**config.mk**
```make
export PLATFORM = sky130hd
export DESIGN_NAME = sgps_window
export DESIGN_NICKNAME = d
export VERILOG_FILES = /design/src/sv/sgps_pkg.sv /design/src/sv/sgps_window.sv
export SDC_FILE = /design/constraint.sdc
export NUM_CORES = 1
export LEC_CHECK = 0
export BUFFER_PORTS_ARGS = -buffer_cell sky130_fd_sc_hd__buf_4
export CORE_MARGIN = 2
export CORE_UTILIZATION = 40
export DETAILED_ROUTE_END_ITERATION = 16
export HOLD_SLACK_MARGIN = 0.08
export PLACE_DENSITY_LB_ADDON = 0.15
export SYNTH_ARGS = -nofsm -noshare
export SYNTH_HDL_FRONTEND = slang
export SYNTH_SLANG_ARGS = --single-unit
```
**constraint.sdc**
```tcl
create_clock -name i_clk -period 23.2 [get_ports i_clk]
set_input_delay 4.64 -clock i_clk [delete_from_list [all_inputs] [get_ports i_clk]]
set_output_delay 4.64 -clock i_clk [all_outputs]
set_load 0.005 [all_outputs]
```
**src/sv/sgps_pkg.sv**
```systemverilog
// Shared types, constants and the gamma curve table for the sharpen-gamma pixel stream.
package sgps_pkg;

    localparam int PIX_W     = 8;
    localparam int NUM_CH    = 3;
    localparam int COORD_W   = 11;
    localparam int CFG_W     = 12;
    localparam int ROM_DEPTH = 256;

    typedef logic [PIX_W-1:0]          t_chan;
    typedef t_chan [NUM_CH-1:0]        t_pixel;
    typedef logic [COORD_W-1:0]        t_coord;
    typedef logic [CFG_W-1:0]          t_cfg_data;
    typedef logic [ROM_DEPTH-1:0][PIX_W-1:0] t_gamma_rom;

    // Configuration register indexes
    typedef enum logic [0:0] {
        CFG_IMAGE_WIDTH  = 1'b0,
        CFG_IMAGE_HEIGHT = 1'b1
    } t_cfg_idx;

    // Which of the up to four finished pixels a beat releases
    typedef enum logic [1:0] {
        RES_UP_LEFT,
        RES_UP_HERE,
        RES_ROW_LEFT,
        RES_ROW_HERE
    } t_res_slot;

    // Position of a beat relative to the image edges
    typedef struct packed {
        logic col_ge1;
        logic col_ge2;
        logic col_last;
        logic row_ge1;
        logic row_ge2;
        logic row_last;
    } t_pos_flags;

    // Side data of one result beat
    typedef struct packed {
        t_coord col;
        t_coord row;
        logic   last_of_run;
        logic   frame_done;
    } t_res_meta;

    // Entry i is the largest v with 255*v^5 <= i^6; the curve rises by at most
    // two per entry, so a few trial steps per entry are enough.
    function automatic t_gamma_rom build_gamma_rom();
        t_gamma_rom      rom;
        longint unsigned ii;
        longint unsigned i6;
        longint unsigned n;
        longint unsigned n5;
        longint unsigned v;
        v = 0;
        for (int i = 0; i < ROM_DEPTH; i++) begin
            ii = 64'(i);
            i6 = ii * ii * ii * ii * ii * ii;
            for (int k = 0; k < 4; k++) begin
                if (v < 64'd255) begin
                    n  = v + 64'd1;
                    n5 = n * n * n * n * n * 64'd255;
                    if (n5 <= i6) begin
                        v = n;
                    end
                end
            end
            rom[i] = v[PIX_W-1:0];
        end
        return rom;
    endfunction

    localparam t_gamma_rom GAMMA_ROM = build_gamma_rom();

endpackage

```
**src/sv/sgps_window.sv**
```systemverilog
// Stencil window over three rows and the sequencer that releases finished pixels.
module sgps_window import sgps_pkg::*; #(
    parameter int CW = 11,
    parameter int RW = 11
) (
    input  logic          i_clk,
    input  logic          i_rst_n,
    input  logic          i_beat_valid,
    input  t_pixel        i_pixel,
    input  t_pixel        i_prev,
    input  t_pixel        i_older,
    input  logic [CW-1:0] i_col,
    input  logic [RW-1:0] i_row,
    input  t_pos_flags    i_flags,
    input  logic          i_adv,
    output logic          o_take,
    output logic          o_valid,
    output t_pixel        o_centre,
    output t_pixel        o_left,
    output t_pixel        o_right,
    output t_pixel        o_up,
    output t_pixel        o_down,
    output t_res_meta     o_meta
);

    localparam int XW = (CW > COORD_W) ? CW : COORD_W;
    localparam int YW = (RW > COORD_W) ? RW : COORD_W;

    // Index 0 is the newest column, 1 and 2 the ones before it (r_ow holds only 0 and 1)
    t_pixel        r_cw [3];
    t_pixel        r_pw [3];
    t_pixel        r_ow [2];
    logic [CW-1:0] r_col;
    logic [RW-1:0] r_row;
    t_pos_flags    r_flags;
    logic [3:0]    r_mask;
    logic [3:0]    n_mask;

    logic          free;
    logic          take;
    logic          issue;
    t_res_slot     slot;
    logic [3:0]    slot_bit;
    logic [3:0]    beat_mask;
    t_pixel        s_ctr;
    t_pixel        s_lft;
    t_pixel        s_rgt;
    t_pixel        s_up;
    t_pixel        s_dn;
    logic [CW-1:0] s_x;
    logic [RW-1:0] s_y;
    logic [XW-1:0] x_wide;
    logic [YW-1:0] y_wide;

    logic          r_valid;
    t_pixel        r_ctr;
    t_pixel        r_lft;
    t_pixel        r_rgt;
    t_pixel        r_up;
    t_pixel        r_dn;
    t_res_meta     r_meta;

    // Take a new beat once the pending pixels are out or the last one goes now
    assign free  = (r_mask == 4'd0) || (i_adv && ((r_mask & (r_mask - 4'd1)) == 4'd0));
    assign take  = i_beat_valid && free;
    assign issue = i_adv && (r_mask != 4'd0);

    // Finished pixels of a beat, in row then column order
    assign beat_mask = {i_flags.col_last & i_flags.row_last,
                        i_flags.col_ge1  & i_flags.row_last,
                        i_flags.col_last & i_flags.row_ge1,
                        i_flags.col_ge1  & i_flags.row_ge1};

    // Pick the lowest pending pixel
    always_comb begin
        if (r_mask[0]) begin
            slot = RES_UP_LEFT;
        end else if (r_mask[1]) begin
            slot = RES_UP_HERE;
        end else if (r_mask[2]) begin
            slot = RES_ROW_LEFT;
        end else begin
            slot = RES_ROW_HERE;
        end
        slot_bit = 4'b0001 << slot;
    end

    // Gather the centre and its clamped neighbours
    always_comb begin
        case (slot)
            RES_UP_LEFT: begin
                s_ctr = r_pw[1];
                s_lft = r_flags.col_ge2 ? r_pw[2] : r_pw[1];
                s_rgt = r_pw[0];
                s_up  = r_flags.row_ge2 ? r_ow[1] : r_pw[1];
                s_dn  = r_cw[1];
                s_x   = r_col - CW'(1);
                s_y   = r_row - RW'(1);
            end
            RES_UP_HERE: begin
                s_ctr = r_pw[0];
                s_lft = r_flags.col_ge1 ? r_pw[1] : r_pw[0];
                s_rgt = r_pw[0];
                s_up  = r_flags.row_ge2 ? r_ow[0] : r_pw[0];
                s_dn  = r_cw[0];
                s_x   = r_col;
                s_y   = r_row - RW'(1);
            end
            RES_ROW_LEFT: begin
                s_ctr = r_cw[1];
                s_lft = r_flags.col_ge2 ? r_cw[2] : r_cw[1];
                s_rgt = r_cw[0];
                s_up  = r_flags.row_ge1 ? r_pw[1] : r_cw[1];
                s_dn  = r_cw[1];
                s_x   = r_col - CW'(1);
                s_y   = r_row;
            end
            default: begin
                s_ctr = r_cw[0];
                s_lft = r_flags.col_ge1 ? r_cw[1] : r_cw[0];
                s_rgt = r_cw[0];
                s_up  = r_flags.row_ge1 ? r_pw[0] : r_cw[0];
                s_dn  = r_cw[0];
                s_x   = r_col;
                s_y   = r_row;
            end
        endcase
        x_wide = XW'(s_x);
        y_wide = YW'(s_y);
    end

    // Shift the window by one column on each new beat
    always_ff @(posedge i_clk) begin
        if (take) begin
            r_cw[0] <= i_pixel;
            r_cw[1] <= r_cw[0];
            r_cw[2] <= r_cw[1];
            r_pw[0] <= i_prev;
            r_pw[1] <= r_pw[0];
            r_pw[2] <= r_pw[1];
            r_ow[0] <= i_older;
            r_ow[1] <= r_ow[0];
            r_col   <= i_col;
            r_row   <= i_row;
            r_flags <= i_flags;
        end
    end

    always_comb begin
        n_mask = r_mask;
        if (take) begin
            n_mask = beat_mask;
        end else if (issue) begin
            n_mask = r_mask & ~slot_bit;
        end
    end

    always_ff @(posedge i_clk) begin
        if (!i_rst_n) begin
            r_mask  <= 4'd0;
            r_valid <= 1'b0;
        end else begin
            r_mask <= n_mask;
            if (i_adv) begin
                r_valid <= issue;
            end
        end
    end

    // Hold the gathered stencil for the lanes
    always_ff @(posedge i_clk) begin
        if (issue) begin
            r_ctr              <= s_ctr;
            r_lft              <= s_lft;
            r_rgt              <= s_rgt;
            r_up               <= s_up;
            r_dn               <= s_dn;
            r_meta.col         <= x_wide[COORD_W-1:0];
            r_meta.row         <= y_wide[COORD_W-1:0];
            r_meta.last_of_run <= (r_mask & ~slot_bit) == 4'd0;
            r_meta.frame_done  <= slot == RES_ROW_HERE;
        end
    end

    assign o_take   = take;
    assign o_valid  = r_valid;
    assign o_centre = r_ctr;
    assign o_left   = r_lft;
    assign o_right  = r_rgt;
    assign o_up     = r_up;
    assign o_down   = r_dn;
    assign o_meta   = r_meta;

endmodule

```
== After elaboration in Yosys (flattened, before gate mapping) ==
Memories as Yosys holds them, arrays and structs flattened.
Index checks and enable logic that the tools add are counted.
Storage, ports and cells
  flip-flop bits (word level): 175
  RAM bits: 192
  output and inout port bits: 146
  memories kept: 3
Cells by class
  add/sub/neg operators: 3
  equality and inequality tests: 3
  shifts and indexed selects: 1
  multiplexer cells: 22
  bitwise gates (word level): 7
  reduce and logical (&&, ||, !) cells: 12
Memories
  r_cw: words 3, bits a word 24, read ports 3, clocked after Yosys merged registers in 0, wr ports 3, line sgps_window.sv:30  | t_pixel r_cw [3];
  r_pw: words 3, bits a word 24, read ports 3, clocked after Yosys merged registers in 0, wr ports 3, line sgps_window.sv:31  | t_pixel r_pw [3];
  r_ow: words 2, bits a word 24, read ports 2, clocked after Yosys merged registers in 0, wr ports 2, line sgps_window.sv:32  | t_pixel r_ow [2];
Operators with widths (number)
  $mux W24: 10
  $pmux W24 S3: 3
  $mux W11: 2
  $sub A11 B1 Y11 const B: 2
  $logic_not A4 Y1: 3
  $and A4 B4 Y4: 2
  $mux W4: 2
  $and A1 B1 Y1: 4
  $eq A2 B2 Y1 const B: 2
  $mux W2: 2
  $not A4 Y4: 1
  $reduce_bool A4 Y1: 1
  $reduce_or A2 Y1: 2
  $shl A1 B2 Y4 const A: 1
  $sub A4 B1 Y4 const B: 1
  $logic_and A1 B1 Y1: 3
  $mux W1: 3
  $eq A2 B1 Y1 const B: 1
  $logic_not A2 Y1: 1
  $reduce_bool A2 Y1: 1
  $logic_or A1 B1 Y1: 1

== Longest topological paths before layout ==
  depth after elaboration: 8
  gate-level depth with buffers: 7
  depth with buffers taken out: 6

== Worst setup path before layout ==
No wires, ideal clock.
  path kind: input -> output
  start: input i_adv
  end: output o_take
  arrival time: 9.578 ns
  data required time: 18.560 ns
  path slack: 8.982 ns
  stages: 4
  cells stage by stage: or4b_1 a21boi_0 nand2_1 inv_1
Between the ends
  longest elaborated chain between the ends: 3
Ends and longest elaborated chain
  start, declared: line sgps_window.sv:15  | input logic i_adv,
  $logic_and A1 B1 Y1: line sgps_window.sv:64  | assign free = (r_mask == 4'd0) || (i_adv && ((r_mask & (r_mask - 4'd1)) == 4'd0));
  $logic_or A1 B1 Y1: line sgps_window.sv:64
  $logic_and A1 B1 Y1: line sgps_window.sv:65  | assign take = i_beat_valid && free;
  end, declared: line sgps_window.sv:16  | output logic o_take,
Every way passes these cells.

== Worst setup path after layout ==
Ends and elaborated chain as after synthesis.

==> impl_metrics.csv <==
group,metric,value,unit
die,start_util,0.405,
synth,yosys_most_used_dff,"edfxtp_1",
clock_network,cts_buffer_depth,3,
hold_path,min_path_type,"register to register",
synth,ys_types,42,
placement,place_area,0.0180,sq mm
synth,synth_async_sr_flop_share,0,
cells_and_area,design_area,0.0194,sq mm
grt,grt_pass1_vias,10200,
clock_network,clock_sinks,367,
synth,yosys-top-cells-area,"edfxtp_1 (69%), mux2i_1 (5.2%), mux2_2 (4.1%)",
critical_path,worstPathRequired,18560,ps
critical_path,cp_slowest_cell,"inv_8",
synth,syn_area_per_cell,14.4,sq um
critical_path,path_max_fanout,89,
sta,setup_violations,0,
synth,syn_inst,1084,
grt,antenna_found_initial,4,
drt,wl_per_cell,21.8,um
drt,met1_length,18000,um
sta,slew_viol_final,0,
critical_path,crit_path_max_incr_delay,480,ps
drt,vias,10100,
pwr,power_density,85.3,mW/mm^2
critical_path,start_kind,"input port",
cells_and_area,drive_gt1_frac,0.298,
sta,hold_viol,0,
placement,place_hpwl,22900,um
synth,synth_edf_count,362,
job,maxCapViolations,0,
critical_path,path_cells,"buf_4, or4b_1, a21boi_0, nand2_1, inv_8, buf_4",
synth,yosysWarnings,0,
die,ios,250,
sta,setup_ws,12190,ps
sta,relSlewSlack,0.283,
grt,grt_pass1_wl,61200,um
drt,first_pass_iters,5,
critical_path,cp_data_arrival_time,6370,ps
synth,ys_seq_area_frac,0.701,
drt,routed-wl-met2,19200,um
synth,synthDominantCellAreaShare,0.694,
drt,wirelength,40700,um
drt,via_per_inst,5.41,
drt,wl_met3,2370,um
placement,gp_congestion,0.782,
sta,fin_tns_setup,0,ps
sta,fin_skew,21.1,ps
cells_and_area,final_cell_mix,"edfxtp_1 (362), buf_4 (266), nand2_1 (138)",
synth,synth.ff_latch_count,367,
sta,fmax,90.8,MHz
synth,synth_nets,1190,
critical_path,end_kind,"output pin",
die,dieArea,0.0407,sq mm
clock_network,cts.repair.resized,0,
die,core,0.0386,sq mm
die,row_count,72,
critical_path,worst_path_most_repeated_cell,"buf_4",
cells_and_area,layout.nets,1426,
pwr,ir_drop,0.0579,mV
die,die_h,202,um
clock_network,numCtsBuffers,41,
clock_network,cts_tree,"done",
synth,syn-cell-area,0.0157,sq mm
clock_network,post_cts_buffers,0,
grt,overflow,0,
grt,grt_max_degree,90,
drt,highest_layer,"met5",
cells_and_area,final_common_cell,"edfxtp_1",
die,die_width,202,um
placement,dpl_worst_slack,12180,ps
drt,antenna_left,0,
cells_and_area,syn2layout_area_growth,23.9,%
sta,period_share,0.475,
critical_path,crit_type,"input port to output pin",
drt,drc_errors,0,
clock_network,clk_pin_slew,60,ps
clock_network,cts_max_level,2,
clock_network,cts-root-buf,"clkbuf_16",
sta,rsz0062_at_grt,"false",
placement,port-buffer-count,249,
pwr,leakage,7.27,nW
drt,drt_iter0_markers,809,
grt,track_usage,0.196,
clock_network,insertion_delay,560,ps
sta,worstMarginPinSlew,1080,ps
outcome,status,"complete, no violations",
sta,fin_hold_ws,441,ps
synth,synth_largest_area_cell,"edfxtp_1",
clock_network,hold_buffers,0,
sta,period_needed,11010,ps
## cells in the mapped netlist, types with 5 or more instances
library cell,count
a2bb2oi_1,24
nand2_1,139
a22oi_1,9
dfxtp_1,5
a221oi_1,33
a21oi_1,92
xnor2_1,9
xor2_1,10
o31ai_1,16
o21ai_0,30
nor2b_1,19
inv_1,11
mux2i_1,81
buf_1,11
a32oi_1,15
clkbuf_1,37
mux2_2,57
nor2_1,32
nand3_1,6
edfxtp_1,362
buf_2,23
a21o_1,15
a21boi_0,16
## metrics by stage
stage / util / std cells / total power, W
after detailed placement: 0.467 / 1795 / 0.00101
after global placement: 0.467 / 1795 / 0.00101
final: 0.502 / 1871 / 0.00166
after CTS: 0.502 / 1870 / 0.00168
after floorplan: - / 1084 / 0.000934
after global routing: 0.502 / 1871 / 0.00172
## critical path, delay by kind of cell
family	cells	cell delay (ps)
compound gates	1	170
simple gates	2	630
buf+inv	3	820
## power breakdown
group	switching, W	internal [W]	total (W)	leakage (nW)
Clock	0.000263	0.000396	0.000659	0.657
Combinational	0.0000963	0.0000754	0.000172	3.14
Sequential	0.0000311	0.000794	0.000825	3.48
Total	0.000391	0.00127	0.00166	7.27
## final timing paths
| kind | start | endpoint | slack (ps) | cells after the start |
|---|---|---|---|---|
| setup reg to reg | r_mask[2] | o_left[12] | 19670 | 5 |
| hold reg to reg | r_ow[0][23] | r_ow[0][47] | 440 | 0 |
| hold / removal | r_ow[0][23] | r_ow[0][47] | 440 | 0 |
| setup / recovery | i_adv | o_take | 12190 | 6 |
## flip-flops by register name, summed over array words and instances, names as in the netlist, 24 cells and up
name      flops
o_down       24
o_centre     24
o_meta       24
r_ow         48
r_pw         72
r_cw         72
o_up         24
o_right      24
o_left       24
## kinds of logic (layout without fill, tap and decap cells)
group           count (synthesis)  after routing  share of synthesized area
other cells                     0              1                          0
flops                         367            367                      0.701
fa+ha+maj                       2              2                    0.00160
buf+inv                        84            352                     0.0225
mux                           138            138                     0.0928
compound gates                259            259                      0.111
simple gates                  215            215                     0.0611
xor+xnor                       19             19                     0.0106
## layout make-up
type                            count  area (sq um)
Fill cell                        3309         19200
Sequential cell                   367         11000
Multi-Input combinational cell    633          4370
Timing Repair Buffer              266          2000
Clock buffer                       51          1110
Tap cell                          518           648
Clock inverter                     24           259
Inverter                           11          48.8
Antenna cell                        1          2.50
## routing by layer
metal / vias up / track usage
met5: - / 0
met4: 6 / 0.0725
met3: 73 / 0.0381
met2: 343 / 0.311
met1: 5046 / 0.269
li1: 4661 / -
No activity file was read; power rests on OpenSTA's default activity.
