--- config.mk ---
export PLATFORM = sky130hd
export DESIGN_NAME = sgps_lane
export DESIGN_NICKNAME = d
export VERILOG_FILES = /design/src/sv/sgps_pkg.sv /design/src/sv/sgps_lane.sv
export SDC_FILE = /design/constraint.sdc
export NUM_CORES = 1
export LEC_CHECK = 0
export ABC_CLOCK_PERIOD_IN_PS = 4840
export BUFFER_PORTS_ARGS = -buffer_cell sky130_fd_sc_hd__buf_4
export CORE_MARGIN = 3
export CORE_UTILIZATION = 40
export CTS_CLUSTER_SIZE = 8
export DETAILED_ROUTE_END_ITERATION = 6
export MAX_ROUTING_LAYER = met4
export SYNTH_ARGS = -nofsm -noshare
export SYNTH_HDL_FRONTEND = slang
export SYNTH_SLANG_ARGS = --single-unit
--- constraint.sdc ---
create_clock -name i_clk -period 4.84 [get_ports i_clk]
set_input_delay 0.726 -clock i_clk [delete_from_list [all_inputs] [get_ports i_clk]]
set_output_delay 0.726 -clock i_clk [all_outputs]
set_load 0.05 [all_outputs]
--- src/sv/sgps_pkg.sv ---
// Shared types, constants and the gamma curve table for the sharpen-gamma pixel stream.
package sgps_pkg;

    localparam int PIX_W     = 8;
    localparam int NUM_CH    = 3;
    localparam int COORD_W   = 11;
    localparam int CFG_W     = 12;
    localparam int ROM_DEPTH = 256;

    typedef logic [PIX_W-1:0]          t_chan;
    typedef t_chan [NUM_CH-1:0]        t_pixel;
    typedef logic [COORD_W-1:0]        t_coord;
    typedef logic [CFG_W-1:0]          t_cfg_data;
    typedef logic [ROM_DEPTH-1:0][PIX_W-1:0] t_gamma_rom;

    // Configuration register indexes
    typedef enum logic [0:0] {
        CFG_IMAGE_WIDTH  = 1'b0,
        CFG_IMAGE_HEIGHT = 1'b1
    } t_cfg_idx;

    // Which of the up to four finished pixels a beat releases
    typedef enum logic [1:0] {
        RES_UP_LEFT,
        RES_UP_HERE,
        RES_ROW_LEFT,
        RES_ROW_HERE
    } t_res_slot;

    // Position of a beat relative to the image edges
    typedef struct packed {
        logic col_ge1;
        logic col_ge2;
        logic col_last;
        logic row_ge1;
        logic row_ge2;
        logic row_last;
    } t_pos_flags;

    // Side data of one result beat
    typedef struct packed {
        t_coord col;
        t_coord row;
        logic   last_of_run;
        logic   frame_done;
    } t_res_meta;

    // Entry i is the largest v with 255*v^5 <= i^6; the curve rises by at most
    // two per entry, so a few trial steps per entry are enough.
    function automatic t_gamma_rom build_gamma_rom();
        t_gamma_rom      rom;
        longint unsigned ii;
        longint unsigned i6;
        longint unsigned n;
        longint unsigned n5;
        longint unsigned v;
        v = 0;
        for (int i = 0; i < ROM_DEPTH; i++) begin
            ii = 64'(i);
            i6 = ii * ii * ii * ii * ii * ii;
            for (int k = 0; k < 4; k++) begin
                if (v < 64'd255) begin
                    n  = v + 64'd1;
                    n5 = n * n * n * n * n * 64'd255;
                    if (n5 <= i6) begin
                        v = n;
                    end
                end
            end
            rom[i] = v[PIX_W-1:0];
        end
        return rom;
    endfunction

    localparam t_gamma_rom GAMMA_ROM = build_gamma_rom();

endpackage

--- src/sv/sgps_lane.sv ---
// One channel lane: cross-stencil sharpen followed by the gamma table.
module sgps_lane import sgps_pkg::*; (
    input  logic  i_clk,
    input  logic  i_adv,
    input  t_chan i_centre,
    input  t_chan i_left,
    input  t_chan i_right,
    input  t_chan i_up,
    input  t_chan i_down,
    output t_chan o_value
);

    logic [PIX_W+1:0] sum;
    logic [PIX_W-1:0] quarter;
    logic [PIX_W:0]   twice;
    logic [PIX_W:0]   diff;
    logic             below;

    logic [PIX_W-1:0] r_idx;
    logic             r_sat;
    t_chan            r_value;

    // Twice the centre less a quarter of the neighbour sum
    always_comb begin
        sum     = {2'b00, i_left} + {2'b00, i_right} + {2'b00, i_up} + {2'b00, i_down};
        quarter = sum[PIX_W+1:2];
        twice   = {i_centre, 1'b0};
        below   = twice < {1'b0, quarter};
        diff    = twice - {1'b0, quarter};
    end

    // Hold the table index and the saturation flag
    always_ff @(posedge i_clk) begin
        if (i_adv) begin
            r_idx <= diff[PIX_W-1:0];
            r_sat <= below | diff[PIX_W];
        end
    end

    // Look up the curve; a wrapped negative or an overflow gives full scale
    always_ff @(posedge i_clk) begin
        if (i_adv) begin
            r_value <= r_sat ? {PIX_W{1'b1}} : GAMMA_ROM[r_idx];
        end
    end

    assign o_value = r_value;

endmodule

==> Word-level counts from Yosys, hierarchy flattened <==
Memories as Yosys holds them, arrays and structs flattened. A register that Yosys moved wholly into a read port is not among the register bits.
Index checks and enable logic that the tools add are counted.
W data, S select, Z words.
{ "classes": {"addsub": 4, "order_cmp": 1, "bitwise": 1} }
{ "op_table": {"columns": ["operator", "count"], "rows": [
  ["$add A10 B8 Y10", 1],
  ["$add A9 B8 Y10", 1],
  ["$add A8 B8 Y9", 1],
  ["$lt A9 B8 Y1", 1],
  ["$sub A9 B8 Y9", 1],
  ["$or A1 B1 Y1", 1]
]} }
{ "totals": {"ff_bits": 9, "romBits": 2048, "output_inout_bits": 8, "elab_cells": 9, "n_memories": 1} }
{ "mem_list": {"columns": ["memory", "depth", "width", "read_ports", "rd_ports_with_merged_regs", "write_ports", "line", "text"], "rows": [
  ["(name not given)", 256, 8, 1, 1, 0, "sgps_lane.sv:43", "r_value <= r_sat ? {PIX_W{1'b1}} : GAMMA_ROM[r_idx];"]
]} }

==> Logic depth before layout (Yosys ltp) <==
Gate-level depths: netlist (run 1).
{ "logic_depth": {"word_depth": 5, "ltp_mapped": 19} }

==> Worst setup path after synthesis (run 1) <==
OpenSTA, ideal clock, no wires.
{ "synth_timing": {"kind": "input port to flip-flop", "start": "input port i_left[2]", "end": "register r_idx[7] (data pin)", "setup_ns": 0.265, "arrival_ns": 4.045, "slack_ns": 0.530, "stages": 16, "cell_sequence": "inv_1 fa_1 fa_1 inv_1 ha_1 and4b_1 o21a_1 o21a_1 o21a_1 o41a_1 xnor2_1 ha_1 or3_1 o21ai_0 a21oi_1 xor2_1"} }
{ "synth_via": {"elab_chain_len": 4} }
{ "synth_lines": {"columns": ["element", "line", "text"], "rows": [
  ["start: declaration", "sgps_lane.sv:6", "input t_chan i_left,"],
  ["$add A8 B8 Y9", "sgps_lane.sv:25", "sum = {2'b00, i_left} + {2'b00, i_right} + {2'b00, i_up} + {2'b00, i_down};"],
  ["$add A9 B8 Y10", "sgps_lane.sv:25", null],
  ["$add A10 B8 Y10", "sgps_lane.sv:25", null],
  ["$sub A9 B8 Y9", "sgps_lane.sv:29", "diff = twice - {1'b0, quarter};"],
  ["net diff[7]", "sgps_lane.sv:16", "logic [PIX_W:0] diff;"],
  ["end signal: assignment", "sgps_lane.sv:35", "r_idx <= diff[PIX_W-1:0];"],
  ["end: declaration", "sgps_lane.sv:19", "logic [PIX_W-1:0] r_idx;"]
]} }
The timed path passes the listed nets, and every way through them passes these cells.
A chain may end at the register's enable or synchronous reset.

==> Final worst setup path (run 1) <==
{ "layout_timing": {"start": "input port i_left[1]", "end": "register r_idx[7] (data pin)"} }
Same word-level chain as after synthesis.

==> report_table.html, run 1 <==
<table>
<tr><th>Metric</th><th>Value</th></tr>
<tr><th colspan="2">STA</th></tr>
<tr><td>Hold Fails Final Rpt</td><td>0</td></tr>
<tr><td>Post-route setup slack</td><td>0.508 ns</td></tr>
<tr><td>Ratio of final minimum period to clock period</td><td>0.895</td></tr>
<tr><td>Total of endpoints with negative setup slack in the final report</td><td>0</td></tr>
<tr><td>Transition time at the pin with the least slew margin</td><td>1.13 ns</td></tr>
<tr><td>Worst slew margin relative to its limit</td><td>0.246</td></tr>
<tr><td>Setup skew after layout</td><td>0.00541 ns</td></tr>
<tr><td>Total negative slack</td><td>0 ns</td></tr>
<tr><td>Pins over their slew limit</td><td>0</td></tr>
<tr><td>Setup repair after global routing missed its margin</td><td>no</td></tr>
<tr><td>Upper clock frequency limit</td><td>231 MHz</td></tr>
<tr><td>Post-layout min period</td><td>4.33 ns</td></tr>
<tr><th colspan="2">Route</th></tr>
<tr><td>Number of DRC violations after detailed-routing iteration 0</td><td>383</td></tr>
<tr><td>Vias/cell</td><td>5.83</td></tr>
<tr><td>Count of TritonRoute iterations in the first routing pass</td><td>5</td></tr>
<tr><td>Vias</td><td>3563</td></tr>
<tr><td>Post-detailed-routing wire length</td><td>9290 um</td></tr>
<tr><td>Number of remaining DRC errors</td><td>0</td></tr>
<tr><td>Wire length per cell after detailed routing</td><td>15.2 um</td></tr>
<tr><td>Post-route ant nets</td><td>0</td></tr>
<tr><th colspan="2">Synthesis</th></tr>
<tr><td>Cell taking the most area after synthesis</td><td>sky130_fd_sc_hd__edfxtp_1</td></tr>
<tr><td>Part of the Yosys area used for sequential elements</td><td>0.142</td></tr>
<tr><td>Fraction of synthesis flops using an asynchronous set or reset pin</td><td>0</td></tr>
<tr><td>Synthesized area per cell</td><td>7.49 um^2</td></tr>
<tr><td>Synthesized cell area</td><td>3600 um^2</td></tr>
<tr><td>Gate count of the mapped netlist</td><td>481</td></tr>
<tr><td>Post-synth top area share</td><td>0.142</td></tr>
<tr><td>Synth top cells by count</td><td>sky130_fd_sc_hd__inv_1, sky130_fd_sc_hd__nand2_1, sky130_fd_sc_hd__a21oi_1, sky130_fd_sc_hd__nor2_1, sky130_fd_sc_hd__o21ai_0</td></tr>
<tr><td>Most common cell in the netlist</td><td>sky130_fd_sc_hd__inv_1</td></tr>
<tr><td>Number of flops mapped to enable cells by yosys</td><td>17</td></tr>
<tr><td>Warnings, synthesis</td><td>0</td></tr>
<tr><td>Count of different cell masters after synthesis</td><td>70</td></tr>
<tr><td>Number of storage elements in the synthesis netlist</td><td>17</td></tr>
<tr><td>Leading register cell type out of synthesis</td><td>sky130_fd_sc_hd__edfxtp_1</td></tr>
<tr><td>Synthesized net count</td><td>566</td></tr>
<tr><td>Top cells by area in the synthesized netlist</td><td>sky130_fd_sc_hd__edfxtp_1, sky130_fd_sc_hd__fa_1, sky130_fd_sc_hd__ha_1</td></tr>
<tr><th colspan="2">Final layout</th></tr>
<tr><td>Layout cell share with drive strength beyond 1</td><td>0.149</td></tr>
<tr><td>Number of diodes added for antenna fixing</td><td>0</td></tr>
<tr><td>P&amp;R area growth vs syn</td><td>10.5%</td></tr>
<tr><td>Filler cells</td><td>861</td></tr>
<tr><td>Final design utilization</td><td>0.457</td></tr>
<tr><td># nets final</td><td>589</td></tr>
<tr><td>Design area</td><td>3980 um^2</td></tr>
<tr><td>Final instance count without filler cells</td><td>611</td></tr>
<tr><th colspan="2">Critical path</th></tr>
<tr><td>Cell breakdown of the critical path</td><td>buf_4, inv_1, fa_1, inv_1, fa_1, nand2_1, nor2_1, fa_1, a21o_1, a21oi_1, o21bai_1, a21oi_1, xor2_1, ha_1, or3_1, o21ai_0, a21oi_1, xor2_1</td></tr>
<tr><td>Kind of end point of the critical path</td><td>flop</td></tr>
<tr><td>WS Path Type</td><td>in -&gt; reg</td></tr>
<tr><td>Required time reported for the critical path endpoint</td><td>4.83 ns</td></tr>
<tr><td>Endpoint arrival time on the critical path</td><td>4.33 ns</td></tr>
<tr><td>Worst-path maximum fanout</td><td>4</td></tr>
<tr><td>Cell with the largest stage delay on the worst path</td><td>sky130_fd_sc_hd__fa_1</td></tr>
<tr><td>Largest stage delay, worst path</td><td>0.53 ns</td></tr>
<tr><td>Startpoint Class</td><td>input port</td></tr>
<tr><th colspan="2">Placement</th></tr>
<tr><td>Routability congestion estimate</td><td>0.924</td></tr>
<tr><td>Setup Slack @ Placement</td><td>0.244 ns</td></tr>
<tr><td>Area post-placement</td><td>3940 um^2</td></tr>
<tr><td>HPWL after detailed placement</td><td>6890 um</td></tr>
<tr><td>Inst Count DP</td><td>607</td></tr>
<tr><td>Input/output buffers</td><td>49</td></tr>
<tr><th colspan="2">CTS</th></tr>
<tr><td>Number of sinks handled by clock tree synthesis</td><td>17</td></tr>
<tr><td>Clock transition at the registers of the reported paths</td><td>0.07 ns</td></tr>
<tr><td>CTS tree</td><td>yes</td></tr>
<tr><td>Count of instances resized after the clock tree is built</td><td>0</td></tr>
<tr><td># Post-CTS Setup Buffers</td><td>0</td></tr>
<tr><td>Number of levels in the clock H-tree</td><td>1</td></tr>
<tr><td>Maximum root-to-sink buffer count</td><td>2</td></tr>
<tr><td>Clock Tree Root</td><td>sky130_fd_sc_hd__clkbuf_8</td></tr>
<tr><td>Number of CTS-inserted buffers</td><td>3</td></tr>
<tr><td>Post-cts hold buffer count</td><td>0</td></tr>
<tr><td>Clock latency at the later pin of the worst-skew pair</td><td>0.25 ns</td></tr>
<tr><th colspan="2">Global routing</th></tr>
<tr><td>First-pass GRT wire length</td><td>15300 um</td></tr>
<tr><td>Largest net degree at the start of global routing</td><td>37</td></tr>
<tr><td>Overall global routing resource usage</td><td>0.186</td></tr>
<tr><td>Vias in the first global route</td><td>3232</td></tr>
<tr><td>Global route total overflow</td><td>0</td></tr>
<tr><td>Initial antenna violation count</td><td>0</td></tr>
<tr><th colspan="2">Floorplanning</th></tr>
<tr><td>Chip height</td><td>101 um</td></tr>
<tr><td>Die footprint</td><td>10200 um^2</td></tr>
<tr><td>Area of the core region</td><td>8720 um^2</td></tr>
<tr><td>Boundary Pins</td><td>50</td></tr>
<tr><td>FP Rows</td><td>34</td></tr>
<tr><td>Starting density of the core</td><td>0.413</td></tr>
<tr><td>Die span in x</td><td>101 um</td></tr>
<tr><th colspan="2">Hold path</th></tr>
<tr><td>Path class of the lowest-slack min-delay path</td><td>reg -&gt; reg</td></tr>
<tr><th colspan="2">Run</th></tr>
<tr><td>Max capacitance violation total</td><td>0</td></tr>
<tr><th colspan="2">Power</th></tr>
<tr><td>Worst voltage drop across the vdd grid</td><td>236 uV</td></tr>
<tr><td>PD cells</td><td>704 nW/um^2</td></tr>
<tr><td>Leakage power total</td><td>0.00176 uW</td></tr>
<tr><th colspan="2">Status</th></tr>
<tr><td>Result of the run</td><td>finished, final reports clean</td></tr>
</table>
-- cell type report --
class                   count  area (um^2)  area share
inverters                  65          244      0.0613
clock buffers               3         41.3      0.0104
clock inverters             1         5.00     0.00126
multi-input cells         362         2630       0.661
well taps                 108          135      0.0339
flip-flops and latches     17          510       0.128
repair buffers             55          413       0.104
-- per-layer routing --
layer  track usage  share of wire  vias up
met3        0.0194          0.065       18
met4        0.0450          0.020        0
met2         0.298           0.48      153
li1              -              -     1743
met5             -              0        -
met1         0.252           0.44     1649
-- logic make-up after synthesis --
family,synth area share
AOI/OAI and AO/OA,0.287
and+or+nand+nor,0.201
buffers and inverters,0.128
adders and majority gates,0.187
DFF,0.142
xor gates and xnor gates,0.0292
muxes,0.0264
-- worst max-delay path: cells and delay by family --
family          cells  cell delay [ns]
xor+xnor            2             0.34
buf+inv             3             0.18
fa+ha+maj           4             1.70
simple gates        3             0.52
compound gates      6             0.86
-- layout by cell type (no fill, tap or decap), types with 4 or more instances in the layout --
master                     netlist  layout
sky130_fd_sc_hd__xnor2_1         6       6
sky130_fd_sc_hd__a211oi_1       10      10
sky130_fd_sc_hd__nor3_1         11      11
sky130_fd_sc_hd__a21oi_1        34      34
sky130_fd_sc_hd__inv_1          61      61
sky130_fd_sc_hd__nand3_1         6       6
sky130_fd_sc_hd__a31oi_1        11      11
sky130_fd_sc_hd__nand2_1        43      43
sky130_fd_sc_hd__o211ai_1       11      11
sky130_fd_sc_hd__xor2_1          6       6
sky130_fd_sc_hd__nor2b_1        14      14
sky130_fd_sc_hd__fa_1           17      17
sky130_fd_sc_hd__buf_4           7      55
sky130_fd_sc_hd__o21a_1          4       4
sky130_fd_sc_hd__a21o_1          4       4
sky130_fd_sc_hd__nand2b_1       15      15
sky130_fd_sc_hd__mux2i_1         5       5
sky130_fd_sc_hd__ha_1           26      26
sky130_fd_sc_hd__edfxtp_1       17      17
sky130_fd_sc_hd__o21ai_0        30      30
sky130_fd_sc_hd__o22ai_1         8       8
sky130_fd_sc_hd__nor2_1         31      31
sky130_fd_sc_hd__o31ai_1         4       4
-- registers in the layout, indices dropped and copies added, names as in the netlist --
name	cells
r_idx	8
o_value	8
r_sat	1
-- report_power, final --
part	leakage [uW]	internal (uW)	switching (uW)
sequential	0.000162	284	224
clock	0.0000255	57.1	46.9
combinational	0.00157	883	1310
total	0.00176	1220	1580
-- worst paths after layout --
path	startpoint	to	slack (ns)	cells after the start
min	r_sat	o_value[4]	0.61	2
max reg2reg	r_idx[0]	o_value[0]	1.49	8
min reg2reg	r_sat	o_value[4]	0.61	2
max	i_left[1]	r_idx[7]	0.51	18
-- stage by stage --
step | hold WS, ns | total power [uW]
after floorplan | 0.560 | 2230
after global placement | 0.600 | 2650
after detailed placement | 0.599 | 2660
after CTS | 0.617 | 2770
after global routing | 0.676 | 3080
final | 0.609 | 2810
No activity file was read; power rests on OpenSTA's default activity.
==> run 2: changes to the inputs <==
- MAX_ROUTING_LAYER: met4 -> not set
==> run 2 against run 1 <==
Effect of this change:
- combinational power about the same
- sequential power about the same
- count of clock-buffer cells in the layout stayed put
- critical path depth stayed put
- via count is 0.70% lower
- largest cell class unchanged
==> report_table.html, run 2 (same netlist as run 1, synthesis figures left out) <==
<table>
<tr><th>Metric</th><th>Value</th></tr>
<tr><th colspan="2">STA</th></tr>
<tr><td>Post-layout min period</td><td>4.33 ns (+0.0000890 ns)</td></tr>
<tr><td>Worst slew margin relative to its limit</td><td>0.253 (+0.00721)</td></tr>
<tr><td>Ratio of final minimum period to clock period</td><td>0.895 (about the same)</td></tr>
<tr><td>Upper clock frequency limit</td><td>231 MHz (about the same)</td></tr>
<tr><td>Total negative slack</td><td>0 ns (unchanged)</td></tr>
<tr><td>Total of endpoints with negative setup slack in the final report</td><td>0 (unchanged)</td></tr>
<tr><td>Pins over their slew limit</td><td>0 (unchanged)</td></tr>
<tr><td>Hold Fails Final Rpt</td><td>0 (unchanged)</td></tr>
<tr><td>Setup skew after layout</td><td>0.00520 ns (-0.000205 ns)</td></tr>
<tr><td>Setup repair after global routing missed its margin</td><td>no</td></tr>
<tr><td>Transition time at the pin with the least slew margin</td><td>1.12 ns (-0.0108 ns)</td></tr>
<tr><th colspan="2">Final layout</th></tr>
<tr><td>Design area</td><td>3980 um^2 (unchanged)</td></tr>
<tr><td>Number of diodes added for antenna fixing</td><td>0 (unchanged)</td></tr>
<tr><td>Filler cells</td><td>861 (unchanged)</td></tr>
<tr><td>Most used cells in the layout excluding fill and tap cells</td><td>sky130_fd_sc_hd__inv_1, sky130_fd_sc_hd__buf_4, sky130_fd_sc_hd__nand2_1, sky130_fd_sc_hd__a21oi_1, sky130_fd_sc_hd__nor2_1</td></tr>
<tr><td>Leading cell type in the layout, fill and taps excluded</td><td>sky130_fd_sc_hd__inv_1</td></tr>
<tr><td># nets final</td><td>589 (unchanged)</td></tr>
<tr><td>Layout cell share with drive strength beyond 1</td><td>0.149 (unchanged)</td></tr>
<tr><td>P&amp;R area growth vs syn</td><td>10.5% (unchanged)</td></tr>
<tr><th colspan="2">CTS</th></tr>
<tr><td>Number of CTS-inserted buffers</td><td>3 (unchanged)</td></tr>
<tr><td># Post-CTS Setup Buffers</td><td>0 (unchanged)</td></tr>
<tr><td>Clock Tree Root</td><td>sky130_fd_sc_hd__clkbuf_8</td></tr>
<tr><td>Number of levels in the clock H-tree</td><td>1 (unchanged)</td></tr>
<tr><td>Clock transition at the registers of the reported paths</td><td>0.07 ns (about the same)</td></tr>
<tr><td>CTS tree</td><td>yes</td></tr>
<tr><td>Clock latency at the later pin of the worst-skew pair</td><td>0.25 ns (about the same)</td></tr>
<tr><td>Maximum root-to-sink buffer count</td><td>2 (unchanged)</td></tr>
<tr><td>Count of instances resized after the clock tree is built</td><td>0 (unchanged)</td></tr>
<tr><td>Number of sinks handled by clock tree synthesis</td><td>17 (unchanged)</td></tr>
<tr><td>Post-cts hold buffer count</td><td>0 (unchanged)</td></tr>
<tr><th colspan="2">Critical path</th></tr>
<tr><td>Kind of end point of the critical path</td><td>flop</td></tr>
<tr><td>Cell breakdown of the critical path</td><td>buf_4, inv_1, fa_1, inv_1, fa_1, nand2_1, nor2_1, fa_1, a21o_1, a21oi_1, o21bai_1, a21oi_1, xor2_1, ha_1, or3_1, o21ai_0, a21oi_1, xor2_1</td></tr>
<tr><td>WS Path Type</td><td>in -&gt; reg</td></tr>
<tr><td>Largest stage delay, worst path</td><td>0.53 ns (about the same)</td></tr>
<tr><td>Required time reported for the critical path endpoint</td><td>4.83 ns (about the same)</td></tr>
<tr><td>Startpoint Class</td><td>input port</td></tr>
<tr><td>Worst-path maximum fanout</td><td>4 (unchanged)</td></tr>
<tr><td>Cell with the largest stage delay on the worst path</td><td>sky130_fd_sc_hd__fa_1</td></tr>
<tr><td>Buffers plus inverters on the worst setup path</td><td>3 (unchanged)</td></tr>
<tr><td>Kind of cell adding the most delay to the critical path</td><td>adder cells</td></tr>
<tr><td>Endpoint arrival time on the critical path</td><td>4.33 ns (about the same)</td></tr>
<tr><th colspan="2">Floorplanning</th></tr>
<tr><td>FP Rows</td><td>34 (unchanged)</td></tr>
<tr><td>Die footprint</td><td>10200 um^2 (unchanged)</td></tr>
<tr><td>Chip height</td><td>101 um (unchanged)</td></tr>
<tr><td>Starting density of the core</td><td>0.413 (unchanged)</td></tr>
<tr><td>Area of the core region</td><td>8720 um^2 (unchanged)</td></tr>
<tr><td>Die span in x</td><td>101 um (unchanged)</td></tr>
<tr><td>Boundary Pins</td><td>50 (unchanged)</td></tr>
<tr><th colspan="2">Hold path</th></tr>
<tr><td>Path class of the lowest-slack min-delay path</td><td>reg -&gt; reg</td></tr>
<tr><th colspan="2">Route</th></tr>
<tr><td>Post-detailed-routing wire length</td><td>9270 um (-0.31%)</td></tr>
<tr><td>Wire length per cell after detailed routing</td><td>15.2 um (-0.31%)</td></tr>
<tr><td>Number of DRC violations after detailed-routing iteration 0</td><td>314 (-18%)</td></tr>
<tr><td>Count of TritonRoute iterations in the first routing pass</td><td>5 (unchanged)</td></tr>
<tr><td>Number of remaining DRC errors</td><td>0 (unchanged)</td></tr>
<tr><td>Post-route ant nets</td><td>0 (unchanged)</td></tr>
<tr><td>Vias</td><td>3538 (-0.70%)</td></tr>
<tr><td>Vias/cell</td><td>5.79 (-0.70%)</td></tr>
<tr><th colspan="2">Placement</th></tr>
<tr><td>Input/output buffers</td><td>49 (unchanged)</td></tr>
<tr><td>Routability congestion estimate</td><td>0.908 (-1.7%)</td></tr>
<tr><td>HPWL after detailed placement</td><td>6890 um (unchanged)</td></tr>
<tr><td>Area post-placement</td><td>3940 um^2 (unchanged)</td></tr>
<tr><th colspan="2">Power</th></tr>
<tr><td>Leakage power total</td><td>0.00176 uW (unchanged)</td></tr>
<tr><td>PD cells</td><td>704 nW/um^2 (about the same)</td></tr>
<tr><td>Worst voltage drop across the vdd grid</td><td>235 uV (-0.38%)</td></tr>
<tr><th colspan="2">Global routing</th></tr>
<tr><td>Initial antenna violation count</td><td>0 (unchanged)</td></tr>
<tr><td>Overall global routing resource usage</td><td>0.181 (-0.00507)</td></tr>
<tr><td>Largest net degree at the start of global routing</td><td>37 (unchanged)</td></tr>
<tr><td>Global route total overflow</td><td>0 (unchanged)</td></tr>
<tr><td>Vias in the first global route</td><td>3233 (+0.031%)</td></tr>
<tr><td>First-pass GRT wire length</td><td>15300 um (about the same)</td></tr>
<tr><th colspan="2">Run</th></tr>
<tr><td>Max capacitance violation total</td><td>0 (unchanged)</td></tr>
<tr><th colspan="2">Status</th></tr>
<tr><td>Result of the run</td><td>finished, final reports clean</td></tr>
</table>
## run 2: final timing paths
check	startpoint	to	slack, ns	depth (start not counted)
worst max-delay path	i_left[1]	r_idx[7]	0.51	18
worst min register to register	r_sat	o_value[4]	0.61	2
worst min-delay path	r_sat	o_value[4]	0.61	2
worst max register to register	r_idx[0]	o_value[0]	1.49	8
## run 2: area by class of cell
cell class	count	area, um^2	area share
flip-flops and latches	17	510	0.128
clock buffers	3	41.3	0.0104
repair buffers	55	413	0.104
multi-input cells	362	2630	0.661
well taps	108	135	0.0339
clock inverters	1	5.00	0.00126
inverters	65	244	0.0613
## run 2: report_power, final
group          internal (uW)  switching, uW
clock                   57.0           46.7
sequential               284            225
combinational            883           1310
## run 2: metrics by stage
stage               total power (uW)  cells  hold WS [ns]  setup WS, ns  utilization
floorplan                       2230    481         0.560         0.530            -
global placement                2650    607         0.600         0.338        0.451
detailed placement              2660    607         0.599         0.244        0.451
CTS                             2770    611         0.617         0.518        0.457
global route                    3080    611         0.676         0.199        0.457
finish                          2800    611         0.612         0.508        0.457
## run 2: layer usage
layer	routed length (um)	vias up	GRT usage
met2	4370	143	0.297
li1	-	1741	-
met3	694	18	0.0215
met4	191	0	0.0450
met5	0	-	0
met1	4010	1636	0.252
## run 2: tightest hold or removal path, cell delays in order, from the launching register on
cell                       delay [ns]
sky130_fd_sc_hd__edfxtp_1        0.38
sky130_fd_sc_hd__a21oi_1         0.06
sky130_fd_sc_hd__nand2_1         0.07
